--- config.mk ---
export PLATFORM = sky130hd
export DESIGN_NAME = touch_kinetic_scroll
export DESIGN_NICKNAME = d
export VERILOG_FILES = /design/src/rtl/core/tks_pkg.sv /design/src/rtl/core/tks_cfg.sv /design/src/rtl/core/tks_update.sv /design/src/rtl/core/touch_kinetic_scroll.sv
export SDC_FILE = /design/constraint.sdc
export NUM_CORES = 2
export LEC_CHECK = 0
export ABC_AREA = 1
export BUFFER_PORTS_ARGS = -buffer_cell sky130_fd_sc_hd__buf_2
export CAP_MARGIN = 10
export CORE_UTILIZATION = 50
export DETAILED_ROUTE_END_ITERATION = 8
export PLACE_DENSITY_LB_ADDON = 0.3
export SYNTH_ARGS = -nofsm -noshare
export SYNTH_HDL_FRONTEND = slang
export SYNTH_SLANG_ARGS = --single-unit
--- constraint.sdc ---
create_clock -name clk -period 25.4 [get_ports clk]
set_input_delay 1.27 -clock clk [delete_from_list [all_inputs] [get_ports clk]]
set_output_delay 1.27 -clock clk [all_outputs]
set_load 0.005 [all_outputs]
--- src/rtl/core/tks_pkg.sv ---
`timescale 1ns / 1ps
`default_nettype none
package tks_pkg;

    localparam int unsigned POS_W   = 20;
    localparam int unsigned SPEED_W = 24;
    localparam int unsigned CFG_W   = 16;
    localparam int unsigned IDX_W   = 3;
    localparam int unsigned WGT_W   = 9;

    typedef enum logic [IDX_W-1:0] {
        CFG_MOVE_GATE       = 3'd0,
        CFG_VELOCITY_SMOOTH = 3'd1,
        CFG_FLING_MAX       = 3'd2,
        CFG_INERTIA_DECAY   = 3'd3,
        CFG_COAST_FLOOR     = 3'd4
    } cfg_index_t;

    localparam logic [CFG_W-1:0] RST_MOVE_GATE       = 16'd80;
    localparam logic [WGT_W-1:0] RST_VELOCITY_SMOOTH = 9'd154;
    localparam logic [CFG_W-1:0] RST_FLING_MAX       = 16'd800;
    localparam logic [WGT_W-1:0] RST_INERTIA_DECAY   = 9'd230;
    localparam logic [CFG_W-1:0] RST_COAST_FLOOR     = 16'd5;
    localparam logic [WGT_W-1:0] WGT_ONE             = 9'd256;

    typedef struct packed {
        logic [CFG_W-1:0] move_gate;
        logic [WGT_W-1:0] smooth_w;
        logic [CFG_W-1:0] fling_max;
        logic [WGT_W-1:0] decay_w;
        logic [CFG_W-1:0] coast_floor;
    } cfg_t;

    typedef struct packed {
        logic             pointer_down;
        logic             pointer_over;
        logic [POS_W-1:0] pointer_y;
        logic [POS_W-1:0] scroll_now;
        logic [POS_W-1:0] scroll_limit;
        logic             other_widget_active;
    } frame_t;

    typedef struct packed {
        logic               touching;
        logic               drag_on;
        logic               other_was_active;
        logic [POS_W-1:0]   press_y;
        logic [POS_W-1:0]   scroll_at_press;
        logic [POS_W-1:0]   last_y;
        logic [SPEED_W-1:0] speed;
    } state_t;

    typedef struct packed {
        logic             scroll_write;
        logic [POS_W-1:0] scroll_next;
        logic             dragging;
        logic             swallow_press;
    } result_t;

endpackage
`default_nettype wire

--- src/rtl/core/tks_cfg.sv ---
`timescale 1ns / 1ps
`default_nettype none
module tks_cfg
    import tks_pkg::*;
(
    input  wire logic             clk,
    input  wire logic             rst_n,
    input  wire logic             cfg_we,
    input  wire logic [IDX_W-1:0] cfg_index,
    input  wire logic [CFG_W-1:0] cfg_data,
    output cfg_t                  cfg
);

    logic [CFG_W-1:0] move_gate_reg;
    logic [WGT_W-1:0] velocity_smooth_reg;
    logic [CFG_W-1:0] fling_max_reg;
    logic [WGT_W-1:0] inertia_decay_reg;
    logic [CFG_W-1:0] coast_floor_reg;

    always_ff @(posedge clk or negedge rst_n)
    begin
        if (!rst_n)
        begin
            move_gate_reg       <= RST_MOVE_GATE;
            velocity_smooth_reg <= RST_VELOCITY_SMOOTH;
            fling_max_reg       <= RST_FLING_MAX;
            inertia_decay_reg   <= RST_INERTIA_DECAY;
            coast_floor_reg     <= RST_COAST_FLOOR;
        end
        else if (cfg_we)
        begin
            unique case (cfg_index)
                CFG_MOVE_GATE:       move_gate_reg       <= cfg_data;
                CFG_VELOCITY_SMOOTH: velocity_smooth_reg <= cfg_data[WGT_W-1:0];
                CFG_FLING_MAX:       fling_max_reg       <= cfg_data;
                CFG_INERTIA_DECAY:   inertia_decay_reg   <= cfg_data[WGT_W-1:0];
                CFG_COAST_FLOOR:     coast_floor_reg     <= cfg_data;
                default:             ;
            endcase
        end
    end

    // limit weights to one
    always_comb
    begin
        cfg.move_gate   = move_gate_reg;
        cfg.smooth_w    = (velocity_smooth_reg > WGT_ONE) ? WGT_ONE : velocity_smooth_reg;
        cfg.fling_max   = fling_max_reg;
        cfg.decay_w     = (inertia_decay_reg > WGT_ONE) ? WGT_ONE : inertia_decay_reg;
        cfg.coast_floor = coast_floor_reg;
    end

endmodule
`default_nettype wire

--- src/rtl/core/tks_update.sv ---
`timescale 1ns / 1ps
`default_nettype none
module tks_update
    import tks_pkg::*;
(
    input  wire cfg_t    cfg,
    input  wire frame_t  frame,
    input  wire state_t  cur,
    output state_t       nxt,
    output result_t      res
);

    logic                      start;
    logic                      t0;
    logic                      owa0;
    logic [POS_W-1:0]          press0;
    logic [POS_W-1:0]          sap0;
    logic [POS_W-1:0]          last0;
    logic [SPEED_W-1:0]        speed0;
    logic                      drag0;

    logic                      active;
    logic                      rel;
    logic signed [20:0]        dy;
    logic [20:0]               dy_abs;
    logic                      drag1;
    logic                      drag_wr;
    logic signed [22:0]        s_drag;
    logic [POS_W-1:0]          drag_pos;

    logic signed [20:0]        motion;
    logic [WGT_W-1:0]          w_old;
    logic [WGT_W-1:0]          w_new;
    logic signed [34:0]        ema_a;
    logic signed [34:0]        ema_b;
    logic signed [34:0]        ema_sum;
    logic [34:0]               ema_mag;
    logic [26:0]               ema_q;
    logic signed [27:0]        ema_r;
    logic [SPEED_W-1:0]        ema_sat;

    logic signed [24:0]        sp25;
    logic signed [24:0]        cap25;
    logic [SPEED_W-1:0]        speed_r;

    logic [SPEED_W-1:0]        sp_abs;
    logic                      inert;
    logic signed [25:0]        s_in;
    logic                      at_edge;
    logic [POS_W-1:0]          inert_pos;
    logic signed [33:0]        dec_prod;
    logic [33:0]               dec_mag;
    logic [25:0]               dec_q;
    logic [SPEED_W-1:0]        dec_speed;
    logic [SPEED_W-1:0]        speed_final;

    // touch start
    assign start  = frame.pointer_over & frame.pointer_down & ~cur.touching;
    assign t0     = cur.touching | start;
    assign owa0   = start ? frame.other_widget_active : cur.other_was_active;
    assign press0 = start ? frame.pointer_y  : cur.press_y;
    assign sap0   = start ? frame.scroll_now : cur.scroll_at_press;
    assign last0  = start ? frame.pointer_y  : cur.last_y;
    assign speed0 = start ? '0 : cur.speed;
    assign drag0  = start ? 1'b0 : cur.drag_on;

    assign active = t0 & frame.pointer_down;
    assign rel    = t0 & ~frame.pointer_down;

    // drag update
    assign dy      = $signed({frame.pointer_y[POS_W-1], frame.pointer_y})
                   - $signed({press0[POS_W-1], press0});
    assign dy_abs  = dy[20] ? (~dy + 21'd1) : dy;
    assign drag1   = drag0 | (active & ~owa0 & (dy_abs > {5'd0, cfg.move_gate}));
    assign drag_wr = active & drag1;
    assign s_drag  = $signed({3'b000, sap0}) - $signed({{2{dy[20]}}, dy});

    always_comb
    begin
        if (s_drag[22])
            drag_pos = '0;
        else if (s_drag[21:0] > {2'b00, frame.scroll_limit})
            drag_pos = frame.scroll_limit;
        else
            drag_pos = s_drag[POS_W-1:0];
    end

    assign motion  = $signed({last0[POS_W-1], last0})
                   - $signed({frame.pointer_y[POS_W-1], frame.pointer_y});
    assign w_old   = cfg.smooth_w;
    assign w_new   = WGT_ONE - cfg.smooth_w;
    assign ema_a   = $signed({26'd0, w_old}) * $signed({{11{speed0[SPEED_W-1]}}, speed0});
    assign ema_b   = $signed({26'd0, w_new}) * $signed({{14{motion[20]}}, motion});
    assign ema_sum = ema_a + ema_b;
    assign ema_mag = ema_sum[34] ? (~ema_sum + 35'd1) : ema_sum;
    assign ema_q   = 27'((ema_mag + 35'd128) >> 8);
    assign ema_r   = ema_sum[34] ? -$signed({1'b0, ema_q}) : $signed({1'b0, ema_q});

    always_comb
    begin
        if (ema_r > 28'sd8388607)
            ema_sat = 24'h7FFFFF;
        else if (ema_r < -28'sd8388608)
            ema_sat = 24'h800000;
        else
            ema_sat = ema_r[SPEED_W-1:0];
    end

    // release clamp
    assign sp25  = $signed({speed0[SPEED_W-1], speed0});
    assign cap25 = $signed({9'd0, cfg.fling_max});

    always_comb
    begin
        if (rel && (sp25 > cap25))
            speed_r = {8'd0, cfg.fling_max};
        else if (rel && (sp25 < -cap25))
            speed_r = 24'(-cap25);
        else
            speed_r = speed0;
    end

    // inertia
    assign sp_abs  = speed_r[SPEED_W-1] ? (~speed_r + 24'd1) : speed_r;
    assign inert   = ~active & (sp_abs > {8'd0, cfg.coast_floor});
    assign s_in    = $signed({6'd0, frame.scroll_now})
                   + $signed({{2{speed_r[SPEED_W-1]}}, speed_r});

    always_comb
    begin
        at_edge = 1'b1;
        if (s_in[25])
            inert_pos = '0;
        else if (s_in[24:0] > {5'd0, frame.scroll_limit})
            inert_pos = frame.scroll_limit;
        else
        begin
            inert_pos = s_in[POS_W-1:0];
            at_edge   = 1'b0;
        end
    end

    assign dec_prod  = $signed({{10{speed_r[SPEED_W-1]}}, speed_r}) * $signed({25'd0, cfg.decay_w});
    assign dec_mag   = dec_prod[33] ? (~dec_prod + 34'd1) : dec_prod;
    assign dec_q     = dec_mag[33:8];
    assign dec_speed = dec_prod[33] ? (~dec_q[SPEED_W-1:0] + 24'd1) : dec_q[SPEED_W-1:0];

    always_comb
    begin
        if (drag_wr)
            speed_final = ema_sat;
        else if (inert)
            speed_final = at_edge ? '0 : dec_speed;
        else
            speed_final = speed_r;
    end

    always_comb
    begin
        nxt.touching         = active;
        nxt.drag_on          = active & drag1;
        nxt.other_was_active = owa0;
        nxt.press_y          = press0;
        nxt.scroll_at_press  = sap0;
        nxt.last_y           = drag_wr ? frame.pointer_y : last0;
        nxt.speed            = speed_final;

        res.scroll_write  = drag_wr | inert;
        res.scroll_next   = drag_wr ? drag_pos : (inert ? inert_pos : '0);
        res.dragging      = active & drag1;
        res.swallow_press = drag_wr;
    end

endmodule
`default_nettype wire

--- src/rtl/core/touch_kinetic_scroll.sv ---
`timescale 1ns / 1ps
`default_nettype none
// Path: input register, then result register; out_valid comes from the result register.
// Throughput: one frame per cycle unless out_ready stalls; one pass between the registers.
// Stall: a result held by out_ready low lets the input register take one more frame,
// then in_ready drops until the result transaction.
// Reset (rst_n low, asynchronous): state cleared, both registers empty, configuration default.
module touch_kinetic_scroll
    import tks_pkg::*;
(
    input  wire logic             clk,
    input  wire logic             rst_n,
    input  wire logic             in_valid,
    output logic                  in_ready,
    input  wire logic             pointer_down,
    input  wire logic             pointer_over,
    input  wire logic [POS_W-1:0] pointer_y,
    input  wire logic [POS_W-1:0] scroll_now,
    input  wire logic [POS_W-1:0] scroll_limit,
    input  wire logic             other_widget_active,
    output logic                  out_valid,
    input  wire logic             out_ready,
    output logic                  scroll_write,
    output logic [POS_W-1:0]      scroll_next,
    output logic                  dragging,
    output logic                  swallow_press,
    input  wire logic             cfg_we,
    input  wire logic [IDX_W-1:0] cfg_index,
    input  wire logic [CFG_W-1:0] cfg_data
);

    cfg_t    cfg;
    frame_t  frame_reg;
    logic    frame_valid_reg;
    state_t  state_reg;
    state_t  state_next;
    result_t result_reg;
    result_t result_next;
    logic    result_valid_reg;
    logic    advance;

    tks_cfg u_cfg (
        .clk       (clk),
        .rst_n     (rst_n),
        .cfg_we    (cfg_we),
        .cfg_index (cfg_index),
        .cfg_data  (cfg_data),
        .cfg       (cfg)
    );

    tks_update u_update (
        .cfg   (cfg),
        .frame (frame_reg),
        .cur   (state_reg),
        .nxt   (state_next),
        .res   (result_next)
    );

    assign advance  = frame_valid_reg & (~result_valid_reg | out_ready);
    assign in_ready = ~frame_valid_reg | advance;

    always_ff @(posedge clk or negedge rst_n)
    begin
        if (!rst_n)
        begin
            frame_valid_reg  <= 1'b0;
            result_valid_reg <= 1'b0;
            state_reg        <= '0;
        end
        else
        begin
            if (in_ready)
                frame_valid_reg <= in_valid;
            if (advance)
            begin
                result_valid_reg <= 1'b1;
                state_reg        <= state_next;
            end
            else if (out_ready)
                result_valid_reg <= 1'b0;
        end
    end

    // hold payload until the next transaction
    always_ff @(posedge clk)
    begin
        if (in_valid && in_ready)
        begin
            frame_reg.pointer_down        <= pointer_down;
            frame_reg.pointer_over        <= pointer_over;
            frame_reg.pointer_y           <= pointer_y;
            frame_reg.scroll_now          <= scroll_now;
            frame_reg.scroll_limit        <= scroll_limit;
            frame_reg.other_widget_active <= other_widget_active;
        end
        if (advance)
            result_reg <= result_next;
    end

    assign out_valid     = result_valid_reg;
    assign scroll_write  = result_reg.scroll_write;
    assign scroll_next   = result_reg.scroll_next;
    assign dragging      = result_reg.dragging;
    assign swallow_press = result_reg.swallow_press;

endmodule
`default_nettype wire

== Yosys cells after proc, flatten, opt, wreduce, memory -nomap -nowiden ==
Cells that the tools add are included.
W data, S select, Z words.
Word-level totals
  memories kept: 0
  ROM bits: 0
  memory bits (writable): 0
  input bits: 87
  logic and storage cells: 121
  latch bits: 0
  output and inout bits: 25
  register bits after elaboration: 240
Cells by class
  shift-type cells: 0
  add/sub/neg operators: 14
  muxes and demuxes: 32
  multiply operators: 3
  $lt $le $gt $ge: 10
  div/mod/pow operators: 0
  bitwise gates (word level): 25
  reductions and logical operators: 10
  equal/unequal tests: 4
Operators by type and width (count)
  $mux W24: 10
  $mux W20: 10
  $add A24 B1 Y24 const B: 2
  $not A24 Y24: 2
  $sub A20 B20 Y21: 2
  $add A35 B1 Y35 const B: 1
  $add A35 B35 Y35: 1
  $add A35 B8 Y35 const B: 1
  $mux W35: 1
  $not A35 Y35: 1
  $mul A10 B24 Y34: 1
  $mul A24 B10 Y34: 1
  $add A32 B1 Y32 const B: 1
  $mux W32: 1
  $not A32 Y32: 1
  $mul A10 B21 Y31: 1
  $gt A28 B24 Y1 const B: 1
  $lt A28 B24 Y1 const B: 1
  $mux W28: 1
  $neg A27 Y28: 1
  $add A21 B24 Y25: 1
  $gt A25 B20 Y1: 1
  $lt A24 B25 Y1: 1
  $neg A16 Y25: 1
  22 further kinds: 53

== Longest topological paths before layout ==
  depth after elaboration: 17
  depth in mapped cells: 94
  gate-level depth less buffers: 90

== Cells and area by module ==
From an unflattened synthesis, not the netlist that was laid out.
Unflattened totals
  cell total of the unflattened synthesis: 6563
  area total of the unflattened synthesis: 46756.1 um^2
By module, submodules not included
  tks_update: instances 1, cells an instance 5803, seq. area each 0.0 um^2, area each 38027.7 um^2
  touch_kinetic_scroll: instances 1, cells an instance 473, seq. area each 4809.6 um^2, area each 6113.4 um^2
  tks_cfg: instances 1, cells an instance 287, seq. area each 1671.6 um^2, area each 2615.0 um^2

== Worst setup path before layout ==
No wires, ideal clock.
  path kind: register to register
  start point: register frame_reg[62] in the netlist's numbering
  end point: register state_reg[8] in the netlist's numbering
  data required time: 25.282 ns
  slack: 13.477 ns
  period minus slack after synthesis: 11.923 ns
  arrival: 11.804 ns
  cell stages (with the launch flop): 88
  library setup time: 0.118 ns
  buffers on the path: 5
  path through: edfxtp_1 > inv_2 > nor3_1 > buf_2 > inv_2 > clkbuf_1 > clkbuf_1 > nor2_1 > a21oi_1 > inv_1 > ha_1 > nand2_1 > nor2_1 > a211oi_1 > inv_1 > a21oi_1 > inv_1 > a21oi_1 > (+52 left out) > inv_1 > ha_1 > nand3_1 > nor2_4 > inv_1 > nor2_2 > nand2_1 > xor2_1 > nand2_1 > o21ai_1 > nand4_1 > nand2_1 > nand3_2 > nand3_4 > buf_6 > nand2_1 > inv_2 > nand2_1
On the way
  cells in the longest elaborated chain, start to end: 17
  elaborated cells between the ends (all ways): 61
  those cells by class: add/sub: 11; mul: 3; order compare: 7; mux: 20; bitwise: 18; reduce/logical: 2
RTL lines
  start: declaration: RTL line touch_kinetic_scroll.sv:33  | frame_t frame_reg;
  branches (longest 16 deep; another with $add A35 B35 Y35)
  $mux W24 (*): RTL line tks_update.sv:150  | if (drag_wr)
  end signal: assignment: RTL line touch_kinetic_scroll.sv:77  | state_reg <= state_next;
  end: declaration: RTL line touch_kinetic_scroll.sv:35  | state_t state_reg;
Mark *: on every way between the ends.
A chain may end at the register's enable or synchronous reset.

== Final worst setup path ==
  start point: register frame_reg[62] in the netlist's numbering
  end point: register state_reg[17] in the netlist's numbering
Same word-level chain as after synthesis.

==> results_dict.tcl <==
set metrics [dict create \
    run_status "finished clean" \
    cts.repair_timing.setup_buffer_count 0 \
    antenna_violations_before_repair 3 \
    clk_transition_reported_paths_ps 60 \
    nFillCells 8809 \
    ctsResizeCount 0 \
    worst_flop_to_flop_path_startpoint "frame_reg[62]" \
    hpwl_dp_um 110000 \
    cts.path.max_buffers 3 \
    worst_hold_startpoint "state_reg[25]" \
    drv.max_cap_violation_count 0 \
    cts-root-buf "clkbuf_16" \
    rsz0062_at_grt "false" \
    crit_path_max_fanout 81 \
    yosys_warnings 0 \
    floorplan.rows 110 \
    synth.avg_cell_area_um2 7.21 \
    via_per_inst 5.41 \
    die_w_um 304 \
    post_route_cells_drive_above_1_share_pct 5.53 \
    tns_ps 0 \
    yosys_register_bits 240 \
    finalMaxSlewViolations 0 \
    setup_violations 0 \
    synth_cell_types 69 \
    sum_of_overflow_across_all_layers_after_global_routing 0 \
    slew_headroom_pct 17.9 \
    clk_lat_worst_skew_ps 570 \
    number_of_enable_flip_flop_cells_after_synthesis 85 \
    syn-cell-area_um2 45700 \
    die-height_um 304 \
    grt_start_max_net_pins 99 \
    worst_path_most_repeated_cell "nand2_1" \
    groute.usage.overall_pct 29.3 \
    globalplace.congestion 0.951 \
    place.port_buffers 111 \
    cts_htree_levels 1 \
    hold_path_depth 2 \
    drcViolationCount 0 \
    core_um2 90300 \
    routed_wl_um 133000 \
    timing.final.crit_share_pct 56.1 \
    synth_seq_area_share_pct 14.1 \
    mostFrequentLayoutCell "nand2_1" \
    cp_slowest_stage_delay_ps 720 \
    dr_total_vias 40900 \
    floorplan.initialDensity_pct 50.6 \
    crit_type "flop to flop" \
    mappedNetlistNets 7384 \
    timing.reg2reg.worst_path_depth 90 \
    ant_nets 0 \
    area_delta_synth_final_pct 5.74 \
    diodes_inserted 0 \
    fmax_ghz 0.0702 \
    start_kind "flop" \
    timing.hold.worst.class "flop to flop" \
    cp-startpoint "frame_reg[62]" \
    cts_made_buffers 27 \
    timing.critical_path.slowest_stage_cell "xor2_1" \
    post_cts_hold_buffer_count 0 \
    drt_iter0_markers 3309 \
    num-nets-final 7408 \
    timing.clock.skew_ps 8.36 \
    layout_min_cycle_time_ps 14250 \
    postSynth.topFlopCell "dfrtp_1" \
    worst_pin_slew_ps 1230 \
    number_of_global_route_vias_before_repair 40800 \
    cp-end-kind "flop" \
    floorplan.io_pins 112 \
    avgRoutedWirePerCell_um 17.6 \
    largest_register_ff_count 87 \
    design.die.area_um2 92500 \
    final_hold_viols 0 \
    crit_required_ps 25850 \
    clock-sinks 240 \
    tritoncts "built" \
    cp_data_arrival_time_ps 14700 \
    synth_cells 6337 \
    synth-async-reset-ratio_pct 64.6 \
    grt_pass1_wl_um 218000 \
    layout.cells.most_common_list "nand2_1, inv_1, nor2_1" \
    dr.pass1.iters 6 \
]
## Yosys cell counts (75+ instances only)
cell | instances | share of area [%]
nand3_1 | 271 | 3.0
fa_1 | 518 | 23
edfxtp_1 | 85 | 5.6
ha_1 | 442 | 12
o21ai_0 | 373 | 4.1
inv_1 | 1235 | 10
clkbuf_1 | 120 | 0.99
xor2_1 | 200 | 3.8
a21oi_1 | 295 | 3.2
xnor2_1 | 75 | 1.4
nand2_1 | 1393 | 11
nor2_1 | 674 | 5.5
dfrtp_1 | 139 | 7.6
## logic make-up (layout without fill, tap and decap cells)
logic type      Yosys count  count (layout)  synth area share (%)
simple gates           2580            2580                  23.5
buf+inv                1431            1476                  12.0
fa+ha+maj               960             960                  34.8
compound gates          848             848                  10.2
xor+xnor                276             276                  5.31
flops                   240             240                  14.1
mux                       2               2                0.0438
## metal layers
layer / share of wire, % / track usage, % / vias to the layer above
met3: 7.0 / 2.92 / 244
met5: 0 / 0 / -
met4: 4.0 / 10.7 / 0
li1: - / - / 19800
met2: 46 / 48.5 / 1425
met1: 43 / 39.8 / 19500
## final cells by class
| cell class | instances | area, um2 | share of cell area, % |
|---|---|---|---|
| multi-input combinational | 4666 | 33800 | 70.0 |
| sequential | 240 | 6450 | 13.4 |
| inverter | 1271 | 4770 | 9.88 |
| tap | 1176 | 1470 | 3.05 |
| timing repair buffer | 155 | 892 | 1.85 |
| clock buffer | 36 | 741 | 1.53 |
| clock inverter | 14 | 175 | 0.363 |
## worst max-delay path: cells and delay by family (launching register included)
kind | cells | cell delay [ps]
and+or+nand+nor | 51 | 5580
adders and majority gates | 9 | 3650
buffers and inverters | 17 | 1900
AOI/OAI and AO/OA | 11 | 1680
xor gates and xnor gates | 2 | 790
DFF | 1 | 410
## stage by stage
step	instances	utilization (%)	setup WS, ps	hold WS (ps)	area (um2)
floorplan	6337	-	13480	450	45700
global placement	7508	52.5	11530	462	47400
detailed placement	7508	52.5	11270	470	47400
CTS	7558	53.5	11220	484	48300
global route	7558	53.5	9590	502	48300
finish	7558	53.5	11150	484	48300
## final timing paths
check / to / slack, ps
min reg2reg: state_reg[25] / 480
max: state_reg[17] / 11150
min in group asynchronous: state_reg[78] / 790
min: state_reg[25] / 480
max reg2reg: state_reg[17] / 11150
max in group asynchronous: state_reg[19] / 23250
Power is not shown: default switching activity piles up to over one toggle a cycle in this logic, so the estimate is an artifact.
